==> src/hw/rtl/assert_macros.svh <==
// Assertion macros shared by the RTL files of the stack calculator.
// Depends on nothing; the bodies compile away when SYNTH is defined.
`ifndef ASSERT_MACROS_SVH
`define ASSERT_MACROS_SVH

`ifndef SYNTH
`define ASSERT_AT(lbl, clk, rst, prop, msg) \
  lbl: assert property (@(posedge clk) disable iff (rst) prop) else $error(msg);
`define ASSERT_NEVER(lbl, clk, rst, expr, msg) \
  lbl: assert property (@(posedge clk) disable iff (rst) !(expr)) else $error(msg);
`else
`define ASSERT_AT(lbl, clk, rst, prop, msg)
`define ASSERT_NEVER(lbl, clk, rst, expr, msg)
`endif

`endif

==> src/hw/rtl/rsc_pkg.sv <==
// Shared types, codes and constants of the stack calculator.
// Used by the channel interfaces, the divider and the top level.
package rsc_pkg;

  localparam int DATA_W              = 16;
  localparam int CMD_W               = 4;
  localparam int DEPTH_W             = 7;
  localparam int ERR_W               = 3;
  localparam int DIV_CNT_W           = $clog2(DATA_W);
  localparam int DEFAULT_STACK_DEPTH = 64;

  localparam logic [CMD_W-1:0] CMD_NOP   = 4'd0;
  localparam logic [CMD_W-1:0] CMD_PUSH  = 4'd1;
  localparam logic [CMD_W-1:0] CMD_POP   = 4'd2;
  localparam logic [CMD_W-1:0] CMD_PRINT = 4'd3;
  localparam logic [CMD_W-1:0] CMD_ADD   = 4'd4;
  localparam logic [CMD_W-1:0] CMD_SUB   = 4'd5;
  localparam logic [CMD_W-1:0] CMD_MUL   = 4'd6;
  localparam logic [CMD_W-1:0] CMD_DIV   = 4'd7;
  localparam logic [CMD_W-1:0] CMD_MOD   = 4'd8;
  localparam logic [CMD_W-1:0] CMD_DUP   = 4'd9;
  localparam logic [CMD_W-1:0] CMD_SWAP  = 4'd10;

  localparam logic [ERR_W-1:0] ERR_OK      = 3'd0;
  localparam logic [ERR_W-1:0] ERR_UNDER   = 3'd1;
  localparam logic [ERR_W-1:0] ERR_OVER    = 3'd2;
  localparam logic [ERR_W-1:0] ERR_DIV0    = 3'd3;
  localparam logic [ERR_W-1:0] ERR_ILLEGAL = 3'd4;

  typedef enum logic [2:0] {
    S_IDLE,
    S_RD_TOP,
    S_RD_SEC,
    S_EXEC,
    S_DIV,
    S_WB,
    S_WB2,
    S_FIN
  } state_t;

  typedef struct packed {
    logic              start;
    logic [DATA_W-1:0] dividend;
    logic [DATA_W-1:0] divisor;
  } div_req_t;

  typedef struct packed {
    logic              done;
    logic [DATA_W-1:0] quotient;
    logic [DATA_W-1:0] remainder;
  } div_rsp_t;

endpackage

==> src/hw/rtl/rsc_cmd_if.sv <==
// Command channel of the stack calculator: valid/ready plus opcode and immediate.
// Depends on rsc_pkg for the field widths.
interface rsc_cmd_if import rsc_pkg::*; ();
  logic              valid;
  logic              ready;
  logic [CMD_W-1:0]  cmd;
  logic [DATA_W-1:0] immediate;

  modport source (output valid, output cmd, output immediate, input ready);
  modport sink   (input valid, input cmd, input immediate, output ready);
endinterface

==> src/hw/rtl/rsc_res_if.sv <==
// Result channel of the stack calculator: valid/ready plus one result per command.
// Depends on rsc_pkg for the field widths.
interface rsc_res_if import rsc_pkg::*; ();
  logic               valid;
  logic               ready;
  logic               print_valid;
  logic [DATA_W-1:0]  print_value;
  logic [DEPTH_W-1:0] stack_depth;
  logic [ERR_W-1:0]   error_code;

  modport source (output valid, output print_valid, output print_value,
                  output stack_depth, output error_code, input ready);
  modport sink   (input valid, input print_valid, input print_value,
                  input stack_depth, input error_code, output ready);
endinterface

==> src/hw/rtl/rpn_stack_calculator.sv <==
// Stack calculator: executes one 16-bit stack command per transfer on the
// command channel and returns exactly one result per command.
// Channels: command (cmd, immediate) in, result (print_valid, print_value,
// stack_depth, error_code) out, both valid/ready; a transfer happens when
// valid and ready are both high at a rising edge of clk.
// The stack lives in a single-port-write, single-port-read memory with a
// registered read. Each command reads the top and then the second entry,
// executes, writes back, and loads the result register.
// Swap takes two write-backs; div and mod wait for a bit-serial divider,
// which produces one quotient bit per cycle. The next command can be taken
// in the cycle after the result register is loaded.
// The result register holds a result until the receiver takes it; a new
// command is accepted meanwhile, and its result waits in the final state
// until the register is free.
// Reset (rst, synchronous) empties the stack; memory contents are not cleared.
// Errors leave the stack unchanged and report a code with print_valid low.
// Depends on rsc_pkg, rsc_cmd_if, rsc_res_if, rsc_divider, assert_macros.svh.
`include "assert_macros.svh"

module rpn_stack_calculator import rsc_pkg::*; #(
  parameter int STACK_DEPTH = DEFAULT_STACK_DEPTH
) (
  input logic        clk,
  input logic        rst,
  rsc_cmd_if.sink    command,
  rsc_res_if.source  result
);

  localparam int AW   = (STACK_DEPTH > 1) ? $clog2(STACK_DEPTH) : 1;
  localparam int SP_W = $clog2(STACK_DEPTH + 1);

  state_t state;
  state_t state_next;

  logic [DATA_W-1:0] mem [STACK_DEPTH];
  logic [DATA_W-1:0] rd_data;
  logic              mem_re;
  logic [AW-1:0]     mem_raddr;
  logic              mem_we;
  logic [AW-1:0]     mem_waddr;
  logic [DATA_W-1:0] mem_wdata;

  logic [SP_W-1:0]   sp;
  logic [SP_W-1:0]   sp_m1;
  logic [SP_W-1:0]   sp_m2;
  logic [CMD_W-1:0]  cmd_r;
  logic [DATA_W-1:0] imm_r;
  logic [DATA_W-1:0] a_r;

  logic [SP_W-1:0]   sp_new;
  logic [ERR_W-1:0]  err_r;
  logic              wr_en_r;
  logic [AW-1:0]     wr_addr_r;
  logic [DATA_W-1:0] wr_data_r;
  logic              swap_r;
  logic              pv_r;

  logic [ERR_W-1:0]    x_err;
  logic [SP_W-1:0]     x_sp;
  logic                x_we;
  logic [AW-1:0]       x_waddr;
  logic [DATA_W-1:0]   x_wdata;
  logic                x_swap;
  logic                x_pv;
  logic                x_div;
  logic [2*DATA_W-1:0] prod;

  logic                    out_load;
  logic                    o_valid;
  logic                    o_print_valid;
  logic [DATA_W-1:0]       o_print_value;
  logic [DEPTH_W-1:0]      o_depth;
  logic [ERR_W-1:0]        o_err;
  logic [SP_W+DEPTH_W-1:0] depth_ext;

  div_req_t div_req;
  div_rsp_t div_rsp;

  rsc_divider u_div (
    .clk (clk),
    .rst (rst),
    .req (div_req),
    .rsp (div_rsp)
  );

  assign sp_m1 = sp - SP_W'(1);
  assign sp_m2 = sp - SP_W'(2);

  always_comb begin
    state_next = state;
    case (state)
      S_IDLE:   if (command.valid) state_next = S_RD_TOP;
      S_RD_TOP: state_next = S_RD_SEC;
      S_RD_SEC: state_next = S_EXEC;
      S_EXEC:   state_next = x_div ? S_DIV : S_WB;
      S_DIV:    if (div_rsp.done) state_next = S_WB;
      S_WB:     state_next = swap_r ? S_WB2 : S_FIN;
      S_WB2:    state_next = S_FIN;
      S_FIN:    if (out_load) state_next = S_IDLE;
      default:  state_next = S_IDLE;
    endcase
  end

  always_comb begin
    command.ready = 1'b0;
    mem_re        = 1'b0;
    mem_raddr     = sp_m1[AW-1:0];
    mem_we        = 1'b0;
    mem_waddr     = wr_addr_r;
    mem_wdata     = wr_data_r;
    out_load      = 1'b0;
    case (state)
      S_IDLE: command.ready = 1'b1;
      S_RD_TOP: mem_re = (sp != '0);
      S_RD_SEC: begin
        mem_re    = (sp >= SP_W'(2));
        mem_raddr = sp_m2[AW-1:0];
      end
      S_WB: mem_we = wr_en_r;
      S_WB2: begin
        mem_we    = 1'b1;
        mem_waddr = sp_m2[AW-1:0];
        mem_wdata = a_r;
      end
      S_FIN: out_load = !o_valid || result.ready;
      default: ;
    endcase
  end

  always_comb begin
    x_err   = ERR_OK;
    x_sp    = sp;
    x_we    = 1'b0;
    x_waddr = sp[AW-1:0];
    x_wdata = rd_data;
    x_swap  = 1'b0;
    x_pv    = 1'b0;
    x_div   = 1'b0;
    prod    = a_r * rd_data;
    case (cmd_r)
      CMD_NOP: ;
      CMD_PUSH: begin
        if (sp == SP_W'(STACK_DEPTH)) begin
          x_err = ERR_OVER;
        end else begin
          x_we    = 1'b1;
          x_wdata = imm_r;
          x_sp    = sp + SP_W'(1);
        end
      end
      CMD_POP, CMD_PRINT: begin
        if (sp == '0) begin
          x_err = ERR_UNDER;
        end else begin
          x_sp = sp_m1;
          x_pv = (cmd_r == CMD_PRINT);
        end
      end
      CMD_ADD, CMD_SUB, CMD_MUL, CMD_DIV, CMD_MOD: begin
        x_waddr = sp_m2[AW-1:0];
        if (sp < SP_W'(2)) begin
          x_err = ERR_UNDER;
        end else if ((cmd_r inside {CMD_DIV, CMD_MOD}) && a_r == '0) begin
          x_err = ERR_DIV0;
        end else begin
          x_we  = 1'b1;
          x_sp  = sp_m1;
          x_div = (cmd_r inside {CMD_DIV, CMD_MOD});
          case (cmd_r)
            CMD_ADD: x_wdata = a_r + rd_data;
            CMD_SUB: x_wdata = rd_data - a_r;
            CMD_MUL: x_wdata = prod[DATA_W-1:0];
            default: x_wdata = rd_data;
          endcase
        end
      end
      CMD_DUP: begin
        if (sp == '0) begin
          x_err = ERR_UNDER;
        end else if (sp == SP_W'(STACK_DEPTH)) begin
          x_err = ERR_OVER;
        end else begin
          x_we    = 1'b1;
          x_wdata = a_r;
          x_sp    = sp + SP_W'(1);
        end
      end
      CMD_SWAP: begin
        if (sp < SP_W'(2)) begin
          x_err = ERR_UNDER;
        end else begin
          x_we    = 1'b1;
          x_waddr = sp_m1[AW-1:0];
          x_wdata = rd_data;
          x_swap  = 1'b1;
        end
      end
      default: x_err = ERR_ILLEGAL;
    endcase
  end

  assign div_req.start    = (state == S_EXEC) && x_div;
  assign div_req.dividend = rd_data;
  assign div_req.divisor  = a_r;

  always_ff @(posedge clk) begin
    if (mem_we) mem[mem_waddr] <= mem_wdata;
    if (mem_re) rd_data <= mem[mem_raddr];
  end

  always_ff @(posedge clk) begin
    if (rst) begin
      state   <= S_IDLE;
      sp      <= '0;
      o_valid <= 1'b0;
    end else begin
      state <= state_next;
      if (out_load) begin
        sp      <= sp_new;
        o_valid <= 1'b1;
      end else if (result.ready) begin
        o_valid <= 1'b0;
      end
    end
  end

  assign depth_ext = {{DEPTH_W{1'b0}}, sp_new};

  always_ff @(posedge clk) begin
    if (command.valid && command.ready) begin
      cmd_r <= command.cmd;
      imm_r <= command.immediate;
    end
    if (state == S_RD_SEC) a_r <= rd_data;
    if (state == S_EXEC) begin
      err_r     <= x_err;
      sp_new    <= x_sp;
      wr_en_r   <= x_we;
      wr_addr_r <= x_waddr;
      wr_data_r <= x_wdata;
      swap_r    <= x_swap;
      pv_r      <= x_pv;
    end
    if (state == S_DIV && div_rsp.done) begin
      wr_data_r <= (cmd_r == CMD_DIV) ? div_rsp.quotient : div_rsp.remainder;
    end
    if (out_load) begin
      o_print_valid <= pv_r;
      o_print_value <= pv_r ? a_r : '0;
      o_depth       <= depth_ext[DEPTH_W-1:0];
      o_err         <= err_r;
    end
  end

  assign result.valid       = o_valid;
  assign result.print_valid = o_print_valid;
  assign result.print_value = o_print_value;
  assign result.stack_depth = o_depth;
  assign result.error_code  = o_err;

  `ASSERT_AT(a_sp_bound, clk, rst, sp <= SP_W'(STACK_DEPTH), "stack pointer beyond depth")
  `ASSERT_AT(a_err_no_write, clk, rst, mem_we |-> err_r == ERR_OK, "write on failed command")
  `ASSERT_AT(a_err_sp_hold, clk, rst, (out_load && err_r != ERR_OK) |=> $stable(sp), "error moved sp")
  `ASSERT_AT(a_accept_read, clk, rst, (command.valid && command.ready) |=> state == S_RD_TOP, "no read after transfer")

endmodule

==> src/hw/rtl/rsc_divider.sv <==
// Restoring unsigned divider, one quotient bit per cycle.
// Depends on rsc_pkg and assert_macros.svh.
`include "assert_macros.svh"

module rsc_divider import rsc_pkg::*; (
  input  logic     clk,
  input  logic     rst,
  input  div_req_t req,
  output div_rsp_t rsp
);

  logic                 busy;
  logic                 done;
  logic [DIV_CNT_W-1:0] cnt;
  logic [DATA_W-1:0]    rem;
  logic [DATA_W-1:0]    quo;
  logic [DATA_W-1:0]    dsr;
  logic [DATA_W:0]      shifted;
  logic [DATA_W:0]      diff;
  logic                 ge;
  logic [DATA_W-1:0]    rem_next;
  logic [DATA_W-1:0]    quo_next;

  always_comb begin
    shifted  = {rem, quo[DATA_W-1]};
    diff     = shifted - {1'b0, dsr};
    ge       = shifted >= {1'b0, dsr};
    rem_next = ge ? diff[DATA_W-1:0] : shifted[DATA_W-1:0];
    quo_next = {quo[DATA_W-2:0], ge};
  end

  always_ff @(posedge clk) begin
    if (rst) begin
      busy <= 1'b0;
      done <= 1'b0;
    end else begin
      done <= 1'b0;
      if (req.start) begin
        busy <= 1'b1;
      end else if (busy && cnt == DIV_CNT_W'(DATA_W - 1)) begin
        busy <= 1'b0;
        done <= 1'b1;
      end
    end
  end

  always_ff @(posedge clk) begin
    if (req.start) begin
      cnt <= '0;
      rem <= '0;
      quo <= req.dividend;
      dsr <= req.divisor;
    end else if (busy) begin
      cnt <= cnt + DIV_CNT_W'(1);
      rem <= rem_next;
      quo <= quo_next;
    end
  end

  assign rsp.done      = done;
  assign rsp.quotient  = quo;
  assign rsp.remainder = rem;

  `ASSERT_NEVER(a_start_busy, clk, rst, req.start && busy, "divider started while busy")
  `ASSERT_AT(a_done_pulse, clk, rst, done |=> !done, "divider done longer than one cycle")
  `ASSERT_AT(a_done_after_busy, clk, rst, done |-> $past(busy), "divider done without work")

endmodule
==> src/flat_wrapper.sv <==
// flat-port wrapper written by rule: the top's interface ports become plain ports
module rpn_stack_calculator_flat import rsc_pkg::*;
#(
  parameter int STACK_DEPTH = DEFAULT_STACK_DEPTH
)
  (clk, rst, command_valid, command_cmd, command_immediate, command_ready, result_valid, result_print_valid, result_print_value, result_stack_depth, result_error_code, result_ready);
  rsc_cmd_if command_i ();
  rsc_res_if result_i ();
  input logic clk;
  input logic rst;
  input wire logic [$bits(command_i.valid)-1:0] command_valid;
  input wire logic [$bits(command_i.cmd)-1:0] command_cmd;
  input wire logic [$bits(command_i.immediate)-1:0] command_immediate;
  output wire logic [$bits(command_i.ready)-1:0] command_ready;
  output wire logic [$bits(result_i.valid)-1:0] result_valid;
  output wire logic [$bits(result_i.print_valid)-1:0] result_print_valid;
  output wire logic [$bits(result_i.print_value)-1:0] result_print_value;
  output wire logic [$bits(result_i.stack_depth)-1:0] result_stack_depth;
  output wire logic [$bits(result_i.error_code)-1:0] result_error_code;
  input wire logic [$bits(result_i.ready)-1:0] result_ready;
  assign command_i.valid = command_valid;
  assign command_i.cmd = command_cmd;
  assign command_i.immediate = command_immediate;
  assign command_ready = command_i.ready;
  assign result_valid = result_i.valid;
  assign result_print_valid = result_i.print_valid;
  assign result_print_value = result_i.print_value;
  assign result_stack_depth = result_i.stack_depth;
  assign result_error_code = result_i.error_code;
  assign result_i.ready = result_ready;
  rpn_stack_calculator #(.STACK_DEPTH(STACK_DEPTH)) u_core (.clk(clk), .rst(rst), .command(command_i), .result(result_i));
endmodule
==> config.mk <==
export PLATFORM = sky130hd
export DESIGN_NAME = rpn_stack_calculator_flat
export DESIGN_NICKNAME = d
export VERILOG_FILES = /design/src/hw/rtl/rsc_pkg.sv /design/src/hw/rtl/rsc_cmd_if.sv /design/src/hw/rtl/rsc_res_if.sv /design/src/hw/rtl/rpn_stack_calculator.sv /design/src/hw/rtl/rsc_divider.sv /design/src/flat_wrapper.sv
export VERILOG_INCLUDE_DIRS = /design/src /design/src/hw/rtl
export SDC_FILE = /design/constraint.sdc
export NUM_CORES = 2
export LEC_CHECK = 0
export BUFFER_PORTS_ARGS = -buffer_cell sky130_fd_sc_hd__buf_2
export CORE_MARGIN = 2
export CORE_UTILIZATION = 40
export CTS_BUF_LIST = sky130_fd_sc_hd__clkbuf_4 sky130_fd_sc_hd__clkbuf_8
export CTS_CLUSTER_DIAMETER = 100
export DETAILED_ROUTE_END_ITERATION = 12
export PLACE_DENSITY = 0.56
export SLEW_MARGIN = 10
export SYNTH_ARGS = -nofsm -noshare
export SYNTH_HDL_FRONTEND = slang
export SYNTH_SLANG_ARGS = --single-unit
==> constraint.sdc <==
create_clock -name clk -period 8.85 [get_ports clk]
set_clock_uncertainty 0.05 [all_clocks]
set_input_delay 0.4425 -clock clk [delete_from_list [all_inputs] [get_ports clk]]
set_output_delay 0.4425 -clock clk [all_outputs]
set_load 0.02 [all_outputs]
==> Word level (Yosys, flattened, before mapping) <==
Memories as Yosys holds them, arrays and structs flattened. A register that Yosys moved wholly into a read port is not among the register bits.
Cells that the tools add are included.
{ "classes": {"addsub": 7, "multipliers": 1, "magnitude_cmp": 3, "n_eq_ne": 22, "muxes": 57, "bitwise_logic": 1, "reduce_logical": 22} }
{ "ops": {"columns": ["operator", "count"], "rows": [
  ["$mux W16", 12],
  ["$pmux W16 S3", 2],
  ["$mux W7", 5],
  ["$sub A16 B16 Y16", 2],
  ["$pmux W7 S4", 1],
  ["$pmux W3 S8", 1],
  ["$mux W1", 21],
  ["$mux W6", 3],
  ["$pmux W3 S6", 1],
  ["$ge A17 B16 Y1", 1],
  ["$add A16 B16 Y16", 1],
  ["$eq A4 B3 Y1 const B", 4],
  ["$eq A4 B4 Y1 const B", 4],
  ["$logic_not A16 Y1", 1],
  ["$mul A16 B16 Y16", 1],
  ["$eq A3 B3 Y1 const B", 4],
  ["$mux W3", 4],
  ["$pmux W6 S2", 1],
  ["$reduce_bool A2 Y1", 5],
  ["$eq A4 B2 Y1 const B", 2],
  ["$add A7 B1 Y7 const B", 1],
  ["$eq A7 B7 Y1 const B", 1],
  ["$ge A7 B2 Y1 const B", 1],
  ["$logic_not A7 Y1", 1],
  ["other kinds (22)", 33]
]} }
{ "word_totals": {"reg_bits": 163, "mem_bits_rw": 1024, "input_bits": 24, "out_inout_bits": 29, "word_cells": 137, "mem_count": 1} }
{ "memory_table": {"columns": ["memory", "depth", "width", "read_ports", "rd_ports_with_merged_regs", "write_ports", "line", "rtl"], "rows": [
  ["u_core.mem", 64, 16, 1, 1, 1, "rpn_stack_calculator.sv:35", "logic [DATA_W-1:0] mem [STACK_DEPTH];"]
]} }

==> Longest topological paths before layout <==
{ "logic_depth": {"word_depth": 8, "depth_mapped": 23, "mapped_depth_nobuf": 21} }

==> Cells and area by module <==
From an unflattened synthesis, not the netlist that was laid out.
{ "hier_totals": {"hier_cells": 3208, "hier_area_um2": 53757.8} }
{ "modules_own_cells": {"columns": ["module", "n_inst", "cells_per_inst", "area_per_inst_um2", "seq_area_each_um2"], "rows": [
  ["rpn_stack_calculator", 1, 2901, 50646.1, 34393.0],
  ["rsc_divider", 1, 307, 3111.7, 1401.3]
]} }

==> Worst setup path after synthesis <==
Ideal clock, no wire load.
{ "synth_timing": {"path_kind": "register to register", "start": "reg u_core.rd_data[1], read port of u_core.mem", "end": "reg u_core.wr_data_r[15] (data pin)", "setup_ps": 279, "arrival_time_ps": 5332, "required_time_ps": 8521, "setup_slack_ps": 3189, "path_stages_with_launch": 20, "path_buffers": 1, "synth_period_minus_slack_ps": 5661, "cell_sequence": "edfxtp_1 > clkbuf_1 > and2_1 > fa_1 > inv_1 > fa_1 > inv_1 > fa_1 > fa_1 > inv_1 > fa_1 > fa_1 > xor2_1 > xnor2_1 > xnor2_1 > xnor2_1 > xnor3_1 > xnor2_1 > a221oi_1 > a221oi_1"} }
{ "synth_between": {"elab_chain_len": 7, "elab_cells_between_ends": 9, "cone_classes": "add/sub: 2; mul: 1; mux: 6"} }
{ "synth_rtl": {"columns": ["element", "line", "rtl"], "rows": [
  ["start: declaration", "rpn_stack_calculator.sv:36", "logic [DATA_W-1:0] rd_data;"],
  ["$mul A16 B16 Y16 (tied with other cells)", "rpn_stack_calculator.sv:139", "prod = a_r * rd_data;"],
  ["$pmux W16 S3 (*)", "rpn_stack_calculator.sv:169", "case (cmd_r)"],
  ["$mux W16 (*)", "rpn_stack_calculator.sv:163", "end else if ((cmd_r inside {CMD_DIV, CMD_MOD}) && a_r == '0) begin"],
  ["$mux W16 (*)", "rpn_stack_calculator.sv:161", "if (sp < SP_W'(2)) begin"],
  ["$pmux W16 S3 (*)", "rpn_stack_calculator.sv:140", "case (cmd_r)"],
  ["$mux W16 (*)", "rpn_stack_calculator.sv:235", "if (state == S_EXEC) begin"],
  ["$mux W16 (*)", "rpn_stack_calculator.sv:244", "if (state == S_DIV && div_rsp.done) begin"],
  ["end signal: assignment", "rpn_stack_calculator.sv:240", "wr_data_r <= x_wdata;"],
  ["end signal: assignment", "rpn_stack_calculator.sv:245", "wr_data_r <= (cmd_r == CMD_DIV) ? div_rsp.quotient : div_rsp.remainder;"],
  ["end: declaration", "rpn_stack_calculator.sv:54", "logic [DATA_W-1:0] wr_data_r;"]
]} }
Mark *: on every way between the ends. The rest lies on a longest branch, timed or not. The select of a mux whose other input is x is not followed.
A chain may end at the register's enable or synchronous reset.

==> Worst setup path in the final report <==
Same ends and word-level chain as after synthesis.

==> out/qor.yml <==
detailed_routing:
  drcViolationCount: 0
  wirelength_mm: 151
  via_per_inst: 5.56
  drt-wirelength-per-cell_um: 24.0
  ant_nets: 0
  num_vias: 34816
  drt-initial-drc-count: 3527
  first_pass_iters: 8
finish:
  synthToLayoutAreaGrowth_pct: 12.5
  multi_input_area_um2: 16900
  drive_above_1_share_pct: 12.3
  nets: 4512
  nFillCells: 12255
  layout_common_cells: "1,170 x edfxtp_1, 794 x nand2_1, 205 x clkbuf_8"
  seqCellArea_um2: 35800
  layout_commonest_cell: "edfxtp_1"
  instances_no_fill: 6259
yosys:
  ys_warn_count: 0
  syn_nets: 4367
  synth_edf_count: 1170
  seq_area_frac_synth_pct: 65.9
  synth_xor_area_share_pct: 1.53
  syn_avg_cell_area_um2: 13.0
  synthSimpleGateAreaFrac_pct: 11.7
  synth_top_family_by_area: "simple AND/OR/NAND/NOR gates"
  ys.flop_type: "edfxtp_1"
  synthMuxAreaShare_pct: 2.65
  synthAdderAreaFrac_pct: 5.10
  ys_ff_latch: 1203
  synth_compound_area_share_pct: 10.0
  syn-cell-area_um2: 54300
  synth_cells: 4171
  netlist-cell-type-count: 86
  synthArstFlopShare_pct: 0
status:
  status: "complete, no violations"
place:
  gp_congestion: 0.859
  portBuffers: 52
  post-place-cells: 5873
  dpl.hpwl_mm: 87.5
timing:
  worstMarginPinSlew_ps: 1170
  hold_violations: 0
  period_share_pct: 70.6
  slew_violations: 0
  tns_ps: 0
  setup_viol: 0
  min_period_ps: 6250
  slew_headroom_pct: 21.7
  fmax_ghz: 0.160
  hold_ws_ps: 181
  rsz0062_at_grt: "false"
pwr:
  p_switching_mw: 3.51
  power_frac_comb_pct: 14.0
  p_clk_share_pct: 37.8
  power_frac_seq_pct: 48.1
  p_sw_share_pct: 26.6
  p_int_mw: 9.66
  ir_drop_mv: 0.146
  p_leak_nw: 21.0
  powerDensity_nw_per_um2: 215
critical_path:
  crit_top_cell: "fa_1"
  reg2reg_to: "u_core.wr_data_r[15]"
  cp-end-kind: "flop"
  r2r_slack_ps: 2600
  cp_num_buf_inv: 4
  reg2reg_from: "u_core.rd_data[1]"
  crit_fanout: 20
  path_cells: "and2_1 > fa_1 > inv_1 > fa_1 > inv_1 > ha_1 > fa_1 > fa_1 > inv_1 > fa_1 > inv_1 > ha_1 > o21ai_0 > nand2b_1 > and3_1 > a221oi_1 > a21oi_1 > xnor2_1 > a221oi_1 > a221oi_1"
  cp-start-kind: "flop"
  slowest_stage: "edfxtp_1"
  cp_data_arrival_time_ps: 6800
  crit_path_max_incr_delay_ps: 770
  required_ps: 9400
  critPathTopFamily: "adder cells"
  timing_worst_setup_path_type: "reg2reg"
  reg2reg_depth: 20
worst_hold_path:
  hold_end: "u_core.cmd_r[2]"
  hold_path_depth: 2
  hold_class: "in2reg"
  hold_start: "command_cmd[2]"
floorplan:
  dieArea_um2: 139000
  die_w_um: 372
  die_h_um: 372
  row_count: 135
  core_um2: 135000
  io_pins: 53
  start_util_pct: 40.2
run:
  maxCapViolCount: 0
clock_tree:
  cts_resized: 0
  cts_buffer_depth: 3
  cts_setup_buffers: 0
  clk_pin_slew_ps: 70
  clock_sinks: 1203
  cts_tree: "done"
  htree_num_levels: 4
  insertion_delay_ps: 940
  cts_made_buffers: 199
  cts_root_buf: "clkbuf_8"
global_route:
  grt_busiest_layer: "met2"
  grt_pass1_vias: 34336
  grt_pass1_wl_mm: 223
  met3_usage_pct: 3.56
  grt_antenna_before_repair: 3
  grt_max_degree: 155
  gr-usage-met1_pct: 30.0
  overflow: 0
  grt_use_total_pct: 21.6
  grt_util_met2_pct: 34.0
[kinds of logic after synthesis]
logic type	count (synthesis)
AO/OA/AOI/OAI	743
flip-flops	1203
AND/OR/NAND/NOR	1409
XOR/XNOR	90
adder cells (fa/ha/maj)	172
buffers and inverters	413
multiplexers	141
[timing repair]
item / in CTS / in global routing
hold buffers: 23 / 0
endpoints found under the setup margin: 0 / 0
endpoints found under the hold margin: 33 / 0
[per-layer routing]
layer / up-vias / part of all wire (%)
met5: - / 0
met4: 0 / 3.4
met3: 266 / 5.9
met2: 1132 / 46
met1: 17582 / 44
li1: 15836 / -
[power groups by stage]
stage | Clock, mW | Sequential, mW | Combinational [mW]
final | 4.98 | 6.34 | 1.85
after global routing | 5.32 | 6.34 | 2.06
after CTS | 5.08 | 6.33 | 1.85
after detailed placement | 0 | 6.45 | 1.84
after global placement | 0 | 6.45 | 1.81
after floorplan | 0 | 6.41 | 1.34
[how the worst max path moves through the flow]
stage | start | end | slack, ps | depth (start not counted)
floorplan | u_core.rd_data[1] | u_core.wr_data_r[15] | 3190 | 19
global placement | u_core.rd_data[1] | u_core.wr_data_r[15] | 2700 | 20
detailed placement | u_core.rd_data[1] | u_core.wr_data_r[13] | 2650 | 17
CTS | u_core.rd_data[1] | u_core.wr_data_r[15] | 2640 | 20
global route | u_core.rd_data[1] | u_core.wr_data_r[15] | 2290 | 20
finish | u_core.rd_data[1] | u_core.wr_data_r[15] | 2600 | 20
[cells in the mapped netlist (69+ instances only)]
library cell	number	share of area (%)
nand3_1	152	1.4
o21ai_0	71	0.65
a31oi_1	137	1.6
fa_1	82	3.0
a211oi_1	134	1.9
buf_2	69	0.64
clkbuf_1	168	1.2
a221oi_1	82	1.3
and2_1	142	1.6
a21oi_1	77	0.71
nor2_1	144	1.0
ha_1	90	2.1
edfxtp_1	1170	65
inv_1	153	1.1
and2_0	72	0.83
mux2i_1	127	2.3
nand2_1	795	5.5
[flip-flops by register name, summed over array words and instances, names as in the netlist, 4 cells and up]
name,cells
u_core.sp,7
u_core.u_div.dsr,16
u_core.wr_addr_r,6
u_core.imm_r,16
u_core.mem,1024
u_core.a_r,16
u_core.sp_new,7
u_core.result.stack_depth,7
u_core.cmd_r,4
u_core.wr_data_r,16
u_core.rd_data,16
u_core.result.print_value,16
u_core.u_div.cnt,4
u_core.u_div.quo,16
u_core.u_div.rem,16
[worst register-to-register path, cell delays in order, from the launching register on]
cell,delay [ps]
edfxtp_1,770
and2_1,370
fa_1,540
inv_1,60
fa_1,520
inv_1,40
ha_1,180
fa_1,460
fa_1,550
inv_1,50
fa_1,470
inv_1,40
ha_1,320
o21ai_0,190
nand2b_1,170
and3_1,240
a221oi_1,250
a21oi_1,140
xnor2_1,160
a221oi_1,260
a221oi_1,110
[area by class of cell]
class	instances	area share, %
Sequential cell	1203	58.6
Multi-Input combinational cell	2555	27.7
Clock buffer	285	5.60
Tap cell	1781	3.65
Timing Repair Buffer	202	2.53
Clock inverter	74	0.975
Inverter	155	0.952
Antenna cell	4	0.0164
[per-stage QoR]
stage / area [um^2] / power (mW) / worst slack, ps / util [%]
after floorplan: 54300 / 7.75 / 3190 / -
final: 61100 / 13.2 / 2600 / 45.2
after CTS: 61100 / 13.3 / 2640 / 45.2
after detailed placement: 56900 / 8.29 / 2650 / 42.1
after global placement: 56900 / 8.27 / 2700 / 42.1
after global routing: 61100 / 13.7 / 2290 / 45.2
No activity file was read; power rests on OpenSTA's default activity.
